File: src/hdl/ehfm_pkg.sv
// ----------------------------------------------------------------------------
// ehfm_pkg
// Types, codes and reset values shared by the heartbeat and fault monitor.
// ----------------------------------------------------------------------------
package ehfm_pkg;

    localparam int NUM_ESC_DEF = 8;
    localparam int STATUS_W    = 8;
    localparam int CFG_IDX_W   = 3;
    localparam int CFG_DATA_W  = 32;

    // Item kinds
    localparam logic [1:0] CMD_TELEM = 2'd0;
    localparam logic [1:0] CMD_RATE  = 2'd1;
    localparam logic [1:0] CMD_HBEAT = 2'd2;

    // Result causes
    localparam logic [1:0] CAUSE_HBEAT = 2'd0;
    localparam logic [1:0] CAUSE_FAULT = 2'd1;
    localparam logic [1:0] CAUSE_RATE  = 2'd2;

    // Configuration register indexes
    localparam logic [CFG_IDX_W-1:0] REG_TEMP_LIMIT = 3'd0;
    localparam logic [CFG_IDX_W-1:0] REG_VOLT_LIMIT = 3'd1;
    localparam logic [CFG_IDX_W-1:0] REG_RATE_LIMIT = 3'd2;
    localparam logic [CFG_IDX_W-1:0] REG_TIMEOUT    = 3'd3;
    localparam logic [CFG_IDX_W-1:0] REG_GRACE      = 3'd4;
    localparam logic [CFG_IDX_W-1:0] REG_START_TIME = 3'd5;
    localparam logic [CFG_IDX_W-1:0] REG_MON_MASK   = 3'd6;

    // Reset values
    localparam logic signed [15:0] TEMP_LIMIT_RST = 16'sd900;
    localparam logic [15:0]        VOLT_LIMIT_RST = 16'd12000;
    localparam logic [14:0]        RATE_LIMIT_RST = 15'd5000;
    localparam logic [31:0]        TIMEOUT_RST    = 32'd1000;
    localparam logic [31:0]        GRACE_RST      = 32'd5000;
    localparam logic [31:0]        START_TIME_RST = 32'd0;
    localparam logic [7:0]         MON_MASK_RST   = 8'd255;

    typedef struct packed {
        logic [1:0]         cmd;
        logic [31:0]        time_ms;
        logic [2:0]         esc_id;
        logic signed [15:0] temperature_decideg;
        logic [15:0]        voltage_mv;
        logic signed [15:0] rate_x;
        logic signed [15:0] rate_y;
        logic signed [15:0] rate_z;
    } in_item_t;

    typedef struct packed {
        logic                system_error;
        logic [1:0]          cause;
        logic [STATUS_W-1:0] stale_bits;
        logic [STATUS_W-1:0] fault_bits;
        logic                rate_fault_flag;
    } out_item_t;

    // Magnitude of a signed 16-bit rate; the most negative value needs 17 bits.
    function automatic logic [16:0] abs16(input logic signed [15:0] v);
        logic signed [16:0] sx;
        sx = {v[15], v};
        return v[15] ? 17'(-sx) : 17'(sx);
    endfunction

endpackage

File: src/hdl/ehfm_ram.sv
// ----------------------------------------------------------------------------
// ehfm_ram
// Generic single-write, single-read RAM with a registered read port.
// ----------------------------------------------------------------------------
module ehfm_ram #(
    parameter int WIDTH = 32,
    parameter int DEPTH = 8,
    localparam int AW = (DEPTH > 1) ? $clog2(DEPTH) : 1
) (
    input  logic             clk,
    input  logic             we,
    input  logic [AW-1:0]    waddr,
    input  logic [WIDTH-1:0] wdata,
    input  logic [AW-1:0]    raddr,
    output logic [WIDTH-1:0] rdata
);

    logic [WIDTH-1:0] mem [DEPTH];

    always_ff @(posedge clk)
    begin
        if (we)
        begin
            mem[waddr] <= wdata;
        end
        rdata <= mem[raddr];
    end

endmodule

File: src/hdl/esc_heartbeat_fault_monitor_core.sv
// ----------------------------------------------------------------------------
// esc_heartbeat_fault_monitor_core
// Heartbeat watchdog and temperature, voltage and body-rate fault monitor for
// up to NUM_ESC motor controllers.
// ----------------------------------------------------------------------------
//  Channel | Signals                        | Flow
//  --------+--------------------------------+-------------------------------
//  in      | in_valid, in_stall, in_item    | items, stall driven here
//  out     | out_valid, out_stall, out_item | results, stall driven by sink
//  cfg     | cfg_valid, cfg_ready, cfg_*    | register writes, always ready
//
//  A result reaches the output register through the execute and emit states,
//  or through execute, scan and emit for a heartbeat past the grace period,
//  where one age comparator walks the last-seen RAM one controller per cycle.
//  An item with no result frees the input when execute returns to idle. One item is in work at a time.
//  A finished result waits in the output register; the next item is taken
//  meanwhile, and a new result waits while out_stall holds the previous one.
//  Reset restores the register defaults and clears all flags; the last-seen
//  RAM is not cleared, since entries are only trusted once the seen bit is set.
// ----------------------------------------------------------------------------
module esc_heartbeat_fault_monitor_core #(
    parameter int NUM_ESC = ehfm_pkg::NUM_ESC_DEF
) (
    input  logic                                clk,
    input  logic                                rst_n,
    input  logic                                in_valid,
    output logic                                in_stall,
    input  ehfm_pkg::in_item_t                  in_item,
    output logic                                out_valid,
    input  logic                                out_stall,
    output ehfm_pkg::out_item_t                 out_item,
    input  logic                                cfg_valid,
    output logic                                cfg_ready,
    input  logic [ehfm_pkg::CFG_IDX_W-1:0]      cfg_index,
    input  logic [ehfm_pkg::CFG_DATA_W-1:0]     cfg_data
);

    localparam int IDX_W = (NUM_ESC > 1) ? $clog2(NUM_ESC) : 1;
    localparam int VIS   = (NUM_ESC < ehfm_pkg::STATUS_W) ? NUM_ESC : ehfm_pkg::STATUS_W;

    localparam logic [1:0] ST_IDLE = 2'd0;
    localparam logic [1:0] ST_EXEC = 2'd1;
    localparam logic [1:0] ST_SCAN = 2'd2;
    localparam logic [1:0] ST_EMIT = 2'd3;

    logic [1:0]          state_reg, state_next;
    logic [IDX_W-1:0]    cnt_reg, cnt_next;
    logic                out_valid_reg, out_valid_next;
    ehfm_pkg::out_item_t out_item_reg, out_item_next;
    ehfm_pkg::in_item_t  item_reg;
    logic [1:0]          cause_reg, cause_next;

    logic [NUM_ESC-1:0]  seen_reg, seen_next;
    logic [NUM_ESC-1:0]  stale_reg, stale_next;
    logic [NUM_ESC-1:0]  fault_reg, fault_next;
    logic                rate_fault_reg, rate_fault_next;

    logic signed [15:0]  temp_limit_reg, temp_limit_next;
    logic [15:0]         volt_limit_reg, volt_limit_next;
    logic [14:0]         rate_limit_reg, rate_limit_next;
    logic [31:0]         timeout_reg, timeout_next;
    logic [31:0]         grace_reg, grace_next;
    logic [31:0]         start_time_reg, start_time_next;
    logic [7:0]          mon_mask_reg, mon_mask_next;

    logic                accept;
    logic                cfg_we;
    logic                ram_we;
    logic [IDX_W-1:0]    ram_raddr;
    logic [31:0]         ram_rdata;
    logic [IDX_W-1:0]    tel_idx;
    logic                tel_in_range;
    logic [NUM_ESC-1:0]  tel_bit;
    logic                tel_bad;
    logic                rate_over;
    logic [NUM_ESC-1:0]  mon;
    logic                scan_last;

    // Shared unit: one wrapping subtract followed by one compare.
    logic [31:0]         unit_b;
    logic [31:0]         unit_lim;
    logic                unit_ge;
    logic [31:0]         unit_diff;
    logic                unit_hit;

    logic [ehfm_pkg::STATUS_W-1:0] stale_vis;
    logic [ehfm_pkg::STATUS_W-1:0] fault_vis;

    assign accept    = in_valid && !in_stall;
    assign in_stall  = (state_reg != ST_IDLE);
    assign cfg_ready = 1'b1;
    assign cfg_we    = cfg_valid && cfg_ready;
    assign out_valid = out_valid_reg;
    assign out_item  = out_item_reg;

    ehfm_ram #(
        .WIDTH(32),
        .DEPTH(NUM_ESC)
    ) u_last_seen (
        .clk  (clk),
        .we   (ram_we),
        .waddr(tel_idx),
        .wdata(item_reg.time_ms),
        .raddr(ram_raddr),
        .rdata(ram_rdata)
    );

    always_comb
    begin
        tel_idx      = IDX_W'(item_reg.esc_id);
        tel_in_range = (32'(item_reg.esc_id) < 32'(NUM_ESC));
        tel_bit      = NUM_ESC'(1) << tel_idx;
        tel_bad      = (item_reg.temperature_decideg > temp_limit_reg) ||
                       (item_reg.voltage_mv < volt_limit_reg);
        rate_over    = (ehfm_pkg::abs16(item_reg.rate_x) > {2'b00, rate_limit_reg}) ||
                       (ehfm_pkg::abs16(item_reg.rate_y) > {2'b00, rate_limit_reg}) ||
                       (ehfm_pkg::abs16(item_reg.rate_z) > {2'b00, rate_limit_reg});
        mon          = (mon_mask_reg != 8'd0) ? NUM_ESC'(mon_mask_reg) : seen_reg;
        scan_last    = (cnt_reg == IDX_W'(NUM_ESC - 1));
    end

    // The grace check runs in the execute cycle, the age checks during the scan.
    always_comb
    begin
        unit_ge   = (state_reg == ST_EXEC);
        unit_b    = unit_ge ? start_time_reg : ram_rdata;
        unit_lim  = unit_ge ? grace_reg : timeout_reg;
        unit_diff = item_reg.time_ms - unit_b;
        unit_hit  = unit_ge ? (unit_diff >= unit_lim) : (unit_diff > unit_lim);
    end

    always_comb
    begin
        stale_vis = '0;
        fault_vis = '0;
        stale_vis[VIS-1:0] = stale_reg[VIS-1:0];
        fault_vis[VIS-1:0] = fault_reg[VIS-1:0];
    end

    always_comb
    begin
        state_next      = state_reg;
        cnt_next        = cnt_reg;
        cause_next      = cause_reg;
        seen_next       = seen_reg;
        stale_next      = stale_reg;
        fault_next      = fault_reg;
        rate_fault_next = rate_fault_reg;
        out_valid_next  = out_valid_reg;
        out_item_next   = out_item_reg;
        ram_we          = 1'b0;
        ram_raddr       = '0;

        if (out_valid_reg && !out_stall)
        begin
            out_valid_next = 1'b0;
        end

        case (state_reg)
            ST_IDLE:
            begin
                if (accept)
                begin
                    state_next = ST_EXEC;
                end
            end
            ST_EXEC:
            begin
                state_next = ST_IDLE;
                case (item_reg.cmd)
                    ehfm_pkg::CMD_TELEM:
                    begin
                        if (tel_in_range)
                        begin
                            ram_we     = 1'b1;
                            seen_next  = seen_reg | tel_bit;
                            stale_next = stale_reg & ~tel_bit;
                            if (tel_bad)
                            begin
                                fault_next = fault_reg | tel_bit;
                                cause_next = ehfm_pkg::CAUSE_FAULT;
                                state_next = ST_EMIT;
                            end
                            else
                            begin
                                fault_next = fault_reg & ~tel_bit;
                            end
                        end
                    end
                    ehfm_pkg::CMD_RATE:
                    begin
                        rate_fault_next = rate_over;
                        if (rate_over && !rate_fault_reg)
                        begin
                            cause_next = ehfm_pkg::CAUSE_RATE;
                            state_next = ST_EMIT;
                        end
                    end
                    ehfm_pkg::CMD_HBEAT:
                    begin
                        cause_next = ehfm_pkg::CAUSE_HBEAT;
                        cnt_next   = '0;
                        ram_raddr  = '0;
                        state_next = unit_hit ? ST_SCAN : ST_EMIT;
                    end
                    default:
                    begin
                        state_next = ST_IDLE;
                    end
                endcase
            end
            ST_SCAN:
            begin
                ram_raddr = scan_last ? '0 : IDX_W'(cnt_reg + 1'b1);
                if (mon[cnt_reg] && (!seen_reg[cnt_reg] || unit_hit))
                begin
                    stale_next[cnt_reg] = 1'b1;
                end
                if (scan_last)
                begin
                    state_next = ST_EMIT;
                end
                else
                begin
                    cnt_next = IDX_W'(cnt_reg + 1'b1);
                end
            end
            ST_EMIT:
            begin
                if (!out_valid_reg || !out_stall)
                begin
                    out_valid_next                = 1'b1;
                    out_item_next.cause           = cause_reg;
                    out_item_next.system_error    = (cause_reg != ehfm_pkg::CAUSE_HBEAT) ||
                                                    (fault_reg != '0) || (stale_reg != '0) ||
                                                    rate_fault_reg;
                    out_item_next.stale_bits      = stale_vis;
                    out_item_next.fault_bits      = fault_vis;
                    out_item_next.rate_fault_flag = rate_fault_reg;
                    state_next                    = ST_IDLE;
                end
            end
            default:
            begin
                state_next = ST_IDLE;
            end
        endcase
    end

    always_comb
    begin
        temp_limit_next = temp_limit_reg;
        volt_limit_next = volt_limit_reg;
        rate_limit_next = rate_limit_reg;
        timeout_next    = timeout_reg;
        grace_next      = grace_reg;
        start_time_next = start_time_reg;
        mon_mask_next   = mon_mask_reg;
        if (cfg_we)
        begin
            case (cfg_index)
                ehfm_pkg::REG_TEMP_LIMIT: temp_limit_next = cfg_data[15:0];
                ehfm_pkg::REG_VOLT_LIMIT: volt_limit_next = cfg_data[15:0];
                ehfm_pkg::REG_RATE_LIMIT: rate_limit_next = cfg_data[14:0];
                ehfm_pkg::REG_TIMEOUT:    timeout_next    = cfg_data;
                ehfm_pkg::REG_GRACE:      grace_next      = cfg_data;
                ehfm_pkg::REG_START_TIME: start_time_next = cfg_data;
                ehfm_pkg::REG_MON_MASK:   mon_mask_next   = cfg_data[7:0];
                default:
                begin
                end
            endcase
        end
    end

    always_ff @(posedge clk or negedge rst_n)
    begin
        if (!rst_n)
        begin
            state_reg      <= ST_IDLE;
            cnt_reg        <= '0;
            out_valid_reg  <= 1'b0;
            seen_reg       <= '0;
            stale_reg      <= '0;
            fault_reg      <= '0;
            rate_fault_reg <= 1'b0;
            temp_limit_reg <= ehfm_pkg::TEMP_LIMIT_RST;
            volt_limit_reg <= ehfm_pkg::VOLT_LIMIT_RST;
            rate_limit_reg <= ehfm_pkg::RATE_LIMIT_RST;
            timeout_reg    <= ehfm_pkg::TIMEOUT_RST;
            grace_reg      <= ehfm_pkg::GRACE_RST;
            start_time_reg <= ehfm_pkg::START_TIME_RST;
            mon_mask_reg   <= ehfm_pkg::MON_MASK_RST;
        end
        else
        begin
            state_reg      <= state_next;
            cnt_reg        <= cnt_next;
            out_valid_reg  <= out_valid_next;
            seen_reg       <= seen_next;
            stale_reg      <= stale_next;
            fault_reg      <= fault_next;
            rate_fault_reg <= rate_fault_next;
            temp_limit_reg <= temp_limit_next;
            volt_limit_reg <= volt_limit_next;
            rate_limit_reg <= rate_limit_next;
            timeout_reg    <= timeout_next;
            grace_reg      <= grace_next;
            start_time_reg <= start_time_next;
            mon_mask_reg   <= mon_mask_next;
        end
    end

    always_ff @(posedge clk)
    begin
        if (accept)
        begin
            item_reg <= in_item;
        end
        cause_reg    <= cause_next;
        out_item_reg <= out_item_next;
    end

endmodule

File: config.mk
export PLATFORM = sky130hd
export DESIGN_NAME = esc_heartbeat_fault_monitor_core
export DESIGN_NICKNAME = d
export VERILOG_FILES = /design/src/hdl/ehfm_pkg.sv /design/src/hdl/ehfm_ram.sv /design/src/hdl/esc_heartbeat_fault_monitor_core.sv
export SDC_FILE = /design/constraint.sdc
export NUM_CORES = 1
export LEC_CHECK = 0
export ABC_CLOCK_PERIOD_IN_PS = 12600
export BUFFER_PORTS_ARGS = -buffer_cell sky130_fd_sc_hd__buf_2
export CAP_MARGIN = 30
export CORE_MARGIN = 1.5
export CORE_UTILIZATION = 60
export CTS_BUF_LIST = sky130_fd_sc_hd__clkbuf_8 sky130_fd_sc_hd__clkbuf_16
export DETAILED_ROUTE_END_ITERATION = 10
export PLACE_DENSITY_LB_ADDON = 0.12
export SYNTH_ARGS = -nofsm -noshare
export SYNTH_HDL_FRONTEND = slang
export SYNTH_SLANG_ARGS = --single-unit
File: constraint.sdc
create_clock -name clk -period 12.6 [get_ports clk]
set_input_delay 3.15 -clock clk [delete_from_list [all_inputs] [get_ports clk]]
set_output_delay 3.15 -clock clk [all_outputs]
set_load 0.02 [all_outputs]
# == Word level (Yosys, flattened, before mapping) ==
# Memory sizes are Yosys's and may differ from the RTL's. A register that Yosys moved wholly into a read port is not among the register bits.
# Cells that the tools add are included.
# classes
n_addsub,5
multipliers,0
div,0
magnitude_cmp,9
n_eq_ne,21
shifts,1
muxes,40
bitwise,6
reduce_logical,42
# ops
op,n
$mux W32,2
$gt A17 B15 Y1,3
$mux W17,3
$neg A16 Y17,3
$ge A32 B32 Y1,1
$gt A32 B32 Y1,1
$mux W8,4
$sub A32 B32 Y32,1
$or A8 B8 Y8,3
$reduce_bool A8 Y1,3
$reduce_and A2 Y1,10
$and A8 B8 Y8,2
$gt A16 B16 Y1,1
$lt A16 B16 Y1,1
$pmux W8 S2,1
$mux W2,7
$ne A2 B2 Y1 const B,7
$eq A3 B3 Y1 const B,4
$mux W1,12
$mux W3,4
$pmux W2 S3,2
$reduce_and A3 Y1,3
$logic_or A1 B1 Y1,8
$not A8 Y8,1
20 further kinds,37
# word_totals
regBits,321
latch_bits,0
mem_bits_rw,256
mem_bits_ro,0
in_bits,157
wordCells,153
n_memories,1
# mem_list
name,words,word_bits,rd,rd_clocked_by_memory_dff,write_ports,line,source
u_last_seen.mem,8,32,1,1,1,ehfm_ram.sv:18,logic [WIDTH-1:0] mem [DEPTH];

# == Longest topological paths before layout ==
# Gate-level depths: netlist of run 1.
# logic_depth
word_depth,9
ltp_mapped,25

# == By module ==
# A second synthesis of run 1 with hierarchy kept.
# unflattened
cells_unflattened,1885
area_unflattened_um2,27726.6
# modules_own_cells
mod,n_inst,cells_per_inst,area_per_inst_um2,seq_area_each_um2
esc_heartbeat_fault_monitor_core,1,1470,17260.3,8772.2
ehfm_ram,1,415,10466.3,8328.0

# == Worst setup path before layout of run 1 ==
# No wires, ideal clock.
# synth_path
path_kind,input to register
startpoint,in in_valid
endpoint,"reg item_reg[0] in the netlist's numbering, enable pin"
t_arrival_ns,5.825
setup_slack_ns,6.285
path_stages,1
path_buffers,0
cell_sequence,and2_1
# synth_via
elab_chain_cells,1
# synth_rtl
element,line,source
from (decl),esc_heartbeat_fault_monitor_core.sv:26,"input logic in_valid,"
$logic_and A1 B1 Y1,esc_heartbeat_fault_monitor_core.sv:89,assign accept = in_valid && !in_stall;
to (signal assigned),esc_heartbeat_fault_monitor_core.sv:318,item_reg <= in_item;
to (decl),esc_heartbeat_fault_monitor_core.sv:50,ehfm_pkg::in_item_t item_reg;
# No other way between the ends.
# A chain may end at the register's enable or synchronous reset.

==> impl_metrics.json, run 1 <==
{
  "status": "complete, no violations",
  "worstPathArrival_ns": 6.95,
  "cts_setup_buffers": 0,
  "synthMostInstantiatedCell": "edfxtp_1",
  "regToRegSetupSlack_ns": 6.13,
  "finalSetupViolations": 0,
  "critPathKind": "flop to flop",
  "irDropWorstVdd_mv": 0.233,
  "quantity_of_i_o_buffers_inserted_on_ports": 178,
  "first_pass_grt_wire_length_mm": 92.9,
  "ant_nets": 0,
  "num_rows": 78,
  "dp_hpwl_mm": 39.9,
  "synth-edff-count": 395,
  "netlist_area_um2": 27500,
  "syn-num-nets": 2183,
  "dpl.cell_count": 2614,
  "grtUsageTotal_pct": 25.9,
  "maxClockFrequency_ghz": 0.155,
  "maximum_count_of_clock_buffers_along_a_single_path": 3,
  "tritoncts.num_buffers": 59,
  "route.detailed.wl_per_inst_um": 21.8,
  "dieArea_um2": 47100,
  "drt-total-wl_mm": 59.5,
  "asyncSetResetFlopFracSynth_pct": 29.9,
  "final_hold_viol_count": 0,
  "synth-warning-count": 0,
  "die_w_um": 217,
  "number_of_antenna_violations_at_the_first_check_in_global_routing": 0,
  "leakagePower_nw": 12.1,
  "fin_crit_ns": 6.47,
  "starting_utilization_of_the_core_area_pct": 60.7,
  "destination_of_the_critical_timing_path": "stale_reg[4]$_DFFE_PN0P_",
  "synth_area_leader_cell": "edfxtp_1",
  "finalWeightedCongestion": 0.871,
  "clk_transition_reported_paths_ns": 0.06,
  "holdWs_ns": 0.469,
  "grt_setup_unrepaired": "no",
  "worst_min_delay_path_category": "flop to flop",
  "post_cts_hold_buffers": 0,
  "finalCoreUtilization_pct": 68.9,
  "netlist.area_leader.share_pct": 43.1,
  "post_drt_via_cell_ratio": 5.94,
  "fin_cells": 2726,
  "final_net_count": 2389,
  "globalRoute.totalOverflow": 0,
  "design.core.area_um2": 45300,
  "fin_setup_tns_ns": 0,
  "cp_capture_type": "flop",
  "maximum_clock_skew_at_final_layout_ns": 0.0230,
  "grt_max_degree": 102,
  "maxCapViolations": 0,
  "insertedDiodeCount": 0,
  "vias_in_the_first_global_route": 16573,
  "cts_tree": "done",
  "cp_max_fo": 48,
  "post_route_cells_drive_above_1_share_pct": 27.1,
  "top_level_ports": 180,
  "worstPathRequired_ns": 13.08,
  "finalCritPeriodShare_pct": 51.3,
  "drtIter0Drc": 1276,
  "insertion_delay_ns": 0.63,
  "slew_headroom_pct": 30.2,
  "chipHeight_um": 217,
  "power_per_cell_area_nw_per_um2": 217,
  "clock_sinks": 609,
  "synth_area_per_cell_um2": 14.7,
  "largest_reg_flops": 256,
  "layout.filler_cells": 3136,
  "crit_path_start_kind": "flop",
  "drc": 0,
  "num_vias": 16182,
  "ys_dominant_reg_cell": "edfxtp_1",
  "rr_endpoint": "stale_reg[4]$_DFFE_PN0P_",
  "netlist_top_cells_area": "edfxtp_1 (43%), dfrtp_1 (13%), ha_1 (7.0%)",
  "min_path_cells": 0,
  "post_synth_num_cell_types": 75,
  "share_of_synthesized_area_occupied_by_flip_flops_and_latches_pct": 62.2,
  "cts_max_level": 2,
  "firstDrtPassIters": 6,
  "timing_max_transition_violations_final": 0,
  "synthTopCellsByCount": "edfxtp_1 (395), ha_1 (154), mux2_2 (152), dfrtp_1 (147), nand2_1 (109)",
  "postSynthCellCount": 1871,
  "rr_worst_depth": 21,
  "area_growth_synth_to_finish_pct": 13.6,
  "post_cts_resized": 0,
  "ctsRootBufferMaster": "clkbuf_16",
  "ys_seq_elements": 609,
  "tightest_slew_ns": 1.05
}
[stage by stage]
| stage | cell area, um^2 | worst slack (ns) | total power, mW |
|---|---|---|---|
| 3_5_place_dp | 29200 | 6.22 | 5.02 |
| 6_report | 31200 | 6.13 | 6.78 |
| 2_1_floorplan | 27500 | 6.29 | 4.41 |
| 4_1_cts | 31200 | 6.17 | 6.81 |
| 3_3_place_gp | 29200 | 6.34 | 4.93 |
| 5_1_grt | 31200 | 5.66 | 7.19 |
[kinds of logic (layout without fill, tap and decap cells)]
| logic type | count (synthesis) | in the layout | share of synthesized area, % |
|---|---|---|---|
| flops | 609 | 609 | 62.2 |
| simple gates | 322 | 322 | 5.78 |
| compound gates | 305 | 305 | 7.11 |
| mux | 281 | 281 | 13.9 |
| fa+ha+maj | 155 | 155 | 7.08 |
| buf+inv | 136 | 391 | 1.90 |
| xor+xnor | 62 | 62 | 1.98 |
| other cells | 1 | 1 | 0.0136 |
[layout by cell type, fill, tap and decap left out, types with 7 or more instances in the layout]
cell,synthesis,routed
a211oi_1,15,15
a21o_1,39,39
a21oi_1,62,62
buf_2,6,177
buf_4,1,23
clkbuf_16,0,62
clkinv_1,0,12
clkinv_2,0,7
dfrtp_1,147,147
dfstp_2,35,35
dfxtp_1,32,32
edfxtp_1,395,395
ha_1,154,153
inv_1,76,92
mux2_2,152,152
mux2i_1,63,63
mux4_2,66,66
nand2_1,109,109
nand2b_1,14,14
nand3_1,21,21
nand4_1,23,23
nor2_1,64,58
nor2b_1,11,11
nor3_1,23,18
nor4_1,12,12
o211ai_1,9,9
o21a_1,14,14
o21ai_0,88,88
o21ai_1,8,8
o31ai_1,21,21
or2_2,9,9
or3_1,8,8
xnor2_1,52,52
xor2_1,10,10
[worst min path at each step]
stage | from | to
2_1_floorplan | cause_reg[0]$_DFFE_PP_ | out_item[17]$_DFFE_PP_
3_3_place_gp | flop | out_item[6]$_DFFE_PP_
3_5_place_dp | flop | out_item[5]$_DFFE_PP_
4_1_cts | flop | out_item[8]$_DFFE_PP_
5_1_grt | flop | out_item[8]$_DFFE_PP_
6_report | flop | out_item[8]$_DFFE_PP_
[worst max-delay path, cell delays in order (launching register included)]
cell and delay, ns:
dfrtp_1 0.43, inv_1 0.15, ha_4 0.46, buf_4 0.73, mux2i_1 0.28, ha_1 0.34
nand3_1 0.20, nor4_1 0.09, a221oi_1 0.46, a31oi_1 0.25, o41ai_2 0.50, nor3_1 0.10
a211o_1 0.25, ha_1 0.31, a21o_1 0.18, a21o_1 0.16, a21oi_1 0.13, o21ai_0 0.09
or3_1 0.31, o21ai_1 0.35, a2111o_1 0.39, o31ai_1 0.11
[layer usage]
layer | wire length, um | GRT usage [%] | up-vias
met5 | 0 | 0 | -
met4 | 1280 | 6.85 | 0
met3 | 2740 | 4.01 | 93
met2 | 29000 | 42.9 | 393
met1 | 26500 | 35.9 | 8150
li1 | - | - | 7546
[power breakdown]
part / switching, mW / leakage [nW] / total (mW) / internal, mW
clock: 0.730 / 1.03 / 1.77 / 1.04
sequential: 0.206 / 6.02 / 2.71 / 2.50
combinational: 1.27 / 5.04 / 2.30 / 1.03
[final cells by class]
cell class	count	area (um^2)	area share, %
Sequential cell	609	17100	54.8
Multi-Input combinational cell	1126	9980	32.0
Clock buffer	68	1630	5.23
Timing Repair Buffer	204	1140	3.65
Tap cell	600	751	2.40
Clock inverter	42	329	1.05
Inverter	77	289	0.926
No activity file was read; power rests on OpenSTA's default activity.
==> inputs of run 2 (changes only) <==
- ABC_CLOCK_PERIOD_IN_PS: 12600 -> 5520
- CORE_UTILIZATION: 60 -> 55
- clock period: 12.6 -> 5.52 ns (I/O delays scaled with it)
==> run 2 against run 1 <==
Effect of this change:
- global-route usage down 1.8 points
- sequential power up 130%
- clock-buffer cell count unchanged
- hold slack better by 0.0080 ns
- clock power up 140%
- combinational power up 140%
- first-iteration DRC count down 13%
- non-clock buffer count up 14
- critical path depth up 2
- power up 130%
- largest cell class unchanged
- largest power group unchanged
==> impl_metrics.json, run 2 (synthesis results as in run 1) <==
{
  "status": "complete, no violations",
  "number_of_antenna_violations_at_the_first_check_in_global_routing": 1,
  "leakagePower_nw": 12.2,
  "dpl-instance-area_um2": 29400,
  "cp_max_fo": 11,
  "cts_tree": "done",
  "tritoncts.num_buffers": 60,
  "insertion_delay_ns": 0.63,
  "maxCapViolations": 0,
  "final_design_instance_area_without_fill_um2": 31600,
  "dp_hpwl_mm": 40.6,
  "p_total_mw": 15.8,
  "cell_by_cell_listing_of_the_critical_path": "inv_2, ha_4, buf_12, mux2_2, ha_1, inv_1, fa_1, a21o_1, nand2_1, a211oi_2, a21o_1, a31o_1, a21oi_1, or3_1, and3_1, ha_1, nand4_1, or2_1, nor3_2, o31a_1, o21ai_2, a2111o_2, o31ai_2",
  "grt_use_met3_pct": 3.37,
  "worst_min_delay_path_category": "flop to flop",
  "final_hold_viol_count": 0,
  "num_rows": 81,
  "ctsRootBufferMaster": "clkbuf_16",
  "first_pass_grt_wire_length_mm": 93.0,
  "final_net_count": 2404,
  "grtUsageTotal_pct": 24.0,
  "crit_path_start_kind": "flop",
  "route.detailed.wl_per_inst_um": 21.4,
  "finalCritPeriodShare_pct": 94.8,
  "maxClockFrequency_ghz": 0.191,
  "groute.layer.met2.usage_pct": 39.8,
  "maximum_clock_skew_at_final_layout_ns": 0.0191,
  "starting_utilization_of_the_core_area_pct": 55.9,
  "largest_reg_flops": 256,
  "design.core.area_um2": 49200,
  "cts_max_level": 2,
  "layout.filler_cells": 3652,
  "clock_sinks": 609,
  "mostFrequentLayoutCells": "edfxtp_1 (395), buf_2 (177), ha_1 (153), mux2_2 (152), dfrtp_1 (147)",
  "cpMaxStageDelayCell": "a2111o_2",
  "timing_max_transition_violations_final": 0,
  "irDropWorstVdd_mv": 0.338,
  "critPathKind": "flop to flop",
  "ant_nets": 0,
  "post_route_cells_drive_above_1_share_pct": 28.5,
  "post_drt_via_cell_ratio": 5.77,
  "tightest_slew_ns": 0.992,
  "area_growth_synth_to_finish_pct": 14.8,
  "mostFrequentLayoutCell": "edfxtp_1",
  "power_per_cell_area_nw_per_um2": 500,
  "num_vias": 16200,
  "globalRouteMet1Util_pct": 33.9,
  "finalSetupViolations": 0,
  "crit_path_max_incr_delay_ns": 0.54,
  "setup_ws_ns": 0.288,
  "dieArea_um2": 51300,
  "drc": 0,
  "top_level_ports": 180,
  "cp_capture_type": "flop",
  "globalRoute.totalOverflow": 0,
  "post-place-ws_ns": -0.223,
  "vias_in_the_first_global_route": 16311,
  "fin_crit_ns": 5.23,
  "finalWeightedCongestion": 0.883,
  "grt_max_degree": 96,
  "maximum_count_of_clock_buffers_along_a_single_path": 3,
  "drtIter0Drc": 1109,
  "clk_transition_reported_paths_ns": 0.06,
  "worstPathArrival_ns": 5.74,
  "worstPathRequired_ns": 6.03,
  "die_w_um": 227,
  "slew_headroom_pct": 33.5,
  "gr-max-usage-layer": "met2",
  "firstDrtPassIters": 5,
  "chipHeight_um": 227,
  "finalCoreUtilization_pct": 64.2,
  "quantity_of_i_o_buffers_inserted_on_ports": 178,
  "drt-total-wl_mm": 60.2
}
[run 2: cell count changes in the layout (fill, tap and decap cells not counted), moves of 2 or more]
cell,before,now
buf_12,0,3
buf_16,2,0
buf_4,23,35
clkbuf_16,62,65
clkbuf_8,6,4
clkinv_1,12,6
clkinv_2,7,9
clkinvlp_4,0,3
diode_2,0,2
inv_1,92,90
inv_6,0,2
o31ai_1,21,17
o31ai_2,1,4
[run 2: metrics by stage]
step | setup TNS [ns] | hold slack (ns) | instances
floorplan | 0 | 0.427 | 1871
CTS | 0 | 0.479 | 2801
finish | 0 | 0.477 | 2808
detailed placement | -1.68 | 0.469 | 2689
global route | -0.0241 | 0.491 | 2807
global placement | -0.0905 | 0.461 | 2688
[run 2: metal layers]
| layer | wire [um] | vias to the layer above |
|---|---|---|
| met4 | 1260 | 0 |
| met1 | 27000 | 8156 |
| met5 | 0 | - |
| met2 | 29300 | 375 |
| met3 | 2590 | 91 |
| li1 | - | 7578 |
[run 2: cell type report]
type / count / area, um^2 / area share, %
Antenna cell: 2 / 5.00 / 0.0159
Clock buffer: 68 / 1660 / 5.25
Clock inverter: 44 / 385 / 1.22
Inverter: 77 / 289 / 0.916
Multi-Input combinational cell: 1126 / 10000 / 31.8
Sequential cell: 609 / 17100 / 54.2
Tap cell: 664 / 831 / 2.63
Timing Repair Buffer: 218 / 1260 / 3.98
[run 2: final timing paths]
kind                                          startpoint                              to  slack [ns]  cells after the start
worst min-delay path            stale_reg[5]$_DFFE_PN0P_          out_item[14]$_DFFE_PP_        0.48                      0
max in group asynchronous                          rst_n  start_time_reg[31]$_DFFE_PN0P_        3.42                      2
worst max-delay path                                flop        stale_reg[4]$_DFFE_PN0P_        0.29                     23
worst min register to register  stale_reg[5]$_DFFE_PN0P_          out_item[14]$_DFFE_PP_        0.48                      0
min in group asynchronous                          rst_n   volt_limit_reg[4]$_DFFE_PN0P_        0.80                      1
worst max register to register                      flop        stale_reg[4]$_DFFE_PN0P_        0.29                     23
[run 2: where the power goes]
part | total [mW] | leakage [nW] | internal [mW] | switching (mW)
combinational | 5.45 | 5.12 | 2.47 | 2.98
sequential | 6.16 | 6.02 | 5.70 | 0.456
clock | 4.16 | 1.05 | 2.46 | 1.70
total | 15.8 | 12.2 | 10.6 | 5.13
[run 2: worst max-delay path: cells and delay by family, from the launching register on]
kind	cells	cell delay, ns
AO/OA/AOI/OAI	9	2.00
AND/OR/NAND/NOR	6	1.15
adder cells (fa/ha/maj)	4	0.90
flip-flops	1	0.39
multiplexers	1	0.34
buffers and inverters	3	0.33
[run 2: what timing repair did]
action                     4_1_cts  5_1_grt
setup endpoints to repair        9        9
resized for setup                4       12
pin swaps                        1        9
setup buffers                    0        4
gates cloned                     0        1
hold buffers                     0        0
==> inputs of run 3 (changes only) <==
- CORE_UTILIZATION: 55 -> 57
- CTS_BUF_LIST: sky130_fd_sc_hd__clkbuf_8 sky130_fd_sc_hd__clkbuf_16 -> sky130_fd_sc_hd__clkbuf_2
==> run 3 against run 2 <==
Effect of this change:
- global-route usage up 1.3 points
- fmax is 1.1% lower
- first-iteration DRC count is 5.0% lower
- register-to-register slack worse by 0.06 ns
- via count increased by 4.8%
- critical path type unchanged
==> impl_metrics.json, run 3 (synthesis results as in run 1) <==
{
  "status": "complete, no violations",
  "tritoncts.num_buffers": 153,
  "groute.layer.met2.usage_pct": 39.8,
  "post_drt_via_cell_ratio": 5.77,
  "holdWs_ns": 0.150,
  "globalRouteMet1Util_pct": 34.0,
  "maximum_count_of_clock_buffers_along_a_single_path": 3,
  "globalRoute.totalOverflow": 0,
  "die_w_um": 223,
  "route.detailed.wl_per_inst_um": 20.7,
  "layout.filler_cells": 3533,
  "multi_input_comb_area_um2": 10000,
  "post_cts_hold_buffers": 0,
  "dpl.cell_count": 2638,
  "design.core.area_um2": 47600,
  "fin_crit_ns": 5.29,
  "finalWeightedCongestion": 0.890,
  "final_net_count": 2502,
  "ant_nets": 0,
  "finalCritPeriodShare_pct": 95.8,
  "quantity_of_i_o_buffers_inserted_on_ports": 178,
  "grt_use_met3_pct": 6.37,
  "vias_in_the_first_global_route": 17337,
  "drc": 0,
  "num_rows": 80,
  "maxCapViolations": 0,
  "maxClockFrequency_ghz": 0.189,
  "timing_max_transition_violations_final": 0,
  "fin_cells": 2940,
  "insertion_delay_ns": 1.32,
  "critPathKind": "flop to flop",
  "first_pass_grt_wire_length_mm": 94.8,
  "regToRegSetupSlack_ns": 0.23,
  "irDropWorstVdd_mv": 0.244,
  "post_route_cells_drive_above_1_share_pct": 34.1,
  "finalCoreUtilization_pct": 65.4,
  "crit_path_start_kind": "flop",
  "cts_max_level": 4,
  "num_vias": 16971,
  "worstPathArrival_ns": 6.43,
  "mostFrequentLayoutCell": "edfxtp_1",
  "firstDrtPassIters": 5,
  "final_hold_viol_count": 0,
  "gr-max-usage-layer": "met2",
  "clk_transition_reported_paths_ns": 0.11,
  "number_of_antenna_violations_at_the_first_check_in_global_routing": 2,
  "tightest_slew_ns": 0.920,
  "chipHeight_um": 223,
  "starting_utilization_of_the_core_area_pct": 57.7,
  "rr_endpoint": "stale_reg[4]$_DFFE_PN0P_",
  "dieArea_um2": 49600,
  "worstPathRequired_ns": 6.66,
  "worst_min_delay_path_category": "primary input to async pin",
  "ctsRootBufferMaster": "clkbuf_2",
  "total_area_of_sequential_cells_um2": 17100,
  "cp_max_fo": 11,
  "grtUsageTotal_pct": 25.4,
  "power_per_cell_area_nw_per_um2": 483,
  "rr_worst_depth": 24,
  "area_growth_synth_to_finish_pct": 13.3,
  "mostFrequentLayoutCells": "edfxtp_1 (395), clkbuf_2 (247), buf_2 (177), ha_1 (153), mux2_2 (152)",
  "clock_sinks": 609,
  "cts_tree": "done",
  "drt-total-wl_mm": 61.0,
  "top_level_ports": 180,
  "maximum_clock_skew_at_final_layout_ns": 0.0621,
  "cp_capture_type": "flop",
  "finalSetupViolations": 0,
  "drtIter0Drc": 1053,
  "grt_max_degree": 94,
  "largest_reg_flops": 256,
  "leakagePower_nw": 12.4,
  "dp_hpwl_mm": 40.4,
  "slew_headroom_pct": 38.5
}
-- run 3: worst max-delay path, stage by stage (launching register included) --
cell and delay (ns):
dfrtp_1 0.40, inv_1 0.14, ha_4 0.21, buf_8 0.17, mux2_2 0.35, ha_1 0.20
nor2b_1 0.25, o31ai_4 0.11, a31oi_1 0.37, a221oi_2 0.09, buf_4 0.17, a31oi_2 0.25
o41ai_2 0.13, buf_4 0.16, a211o_1 0.26, ha_1 0.32, a21o_1 0.19, a21o_1 0.17
a21oi_1 0.12, o21ai_0 0.09, or3_1 0.36, o21ai_4 0.23, a2111o_1 0.21, buf_12 0.13
o31ai_1 0.06
-- run 3: how the worst max path moves through the flow --
stage	from	to	slack [ns]	cells past startpoint
2_1_floorplan	flop	stale_reg[0]$_DFFE_PN0P_	0.09	22
3_3_place_gp	flop	stale_reg[6]$_DFFE_PN0P_	-0.04	21
3_5_place_dp	flop	stale_reg[4]$_DFFE_PN0P_	-0.19	21
4_1_cts	flop	stale_reg[4]$_DFFE_PN0P_	0.02	23
5_1_grt	flop	stale_reg[6]$_DFFE_PN0P_	-0.09	21
6_report	flop	stale_reg[4]$_DFFE_PN0P_	0.23	24
-- run 3: repair_timing --
action | 4_1_cts | 5_1_grt
resized for setup | 6 | 11
setup endpoints to repair | 9 | 9
buffers inserted | 0 | 8
cloned | 0 | 1
pin swaps | 1 | 8
-- run 3: area by class of cell --
class | count | area share (%)
Clock inverter | 38 | 1.12
Timing Repair Buffer | 223 | 4.36
Inverter | 77 | 0.928
Tap cell | 615 | 2.47
Clock buffer | 247 | 3.97
Antenna cell | 5 | 0.0402
Multi-Input combinational cell | 1126 | 32.2
Sequential cell | 609 | 54.9
-- run 3: power by group --
part / leakage (nW) / switching (mW) / internal (mW)
clock: 1.20 / 1.82 / 1.51
sequential: 6.02 / 0.469 / 5.69
combinational: 5.16 / 3.02 / 2.56
-- run 3: per-stage QoR --
stage / instance area, um^2 / total power [mW] / setup WS, ns / setup TNS, ns
6_report: 31200 / 15.1 / 0.230 / 0
5_1_grt: 31100 / 16.1 / -0.0940 / -0.607
4_1_cts: 30900 / 15.0 / 0.0221 / 0
3_5_place_dp: 29300 / 11.6 / -0.185 / -1.40
3_3_place_gp: 29300 / 11.4 / -0.0437 / -0.291
2_1_floorplan: 27500 / 10.1 / 0.0906 / 0
-- run 3: per-layer routing --
layer,share of wire (%),routed length [um]
met5,0,0
met4,2.7,1640
met3,5.8,3550
met2,48,29000
met1,44,26700
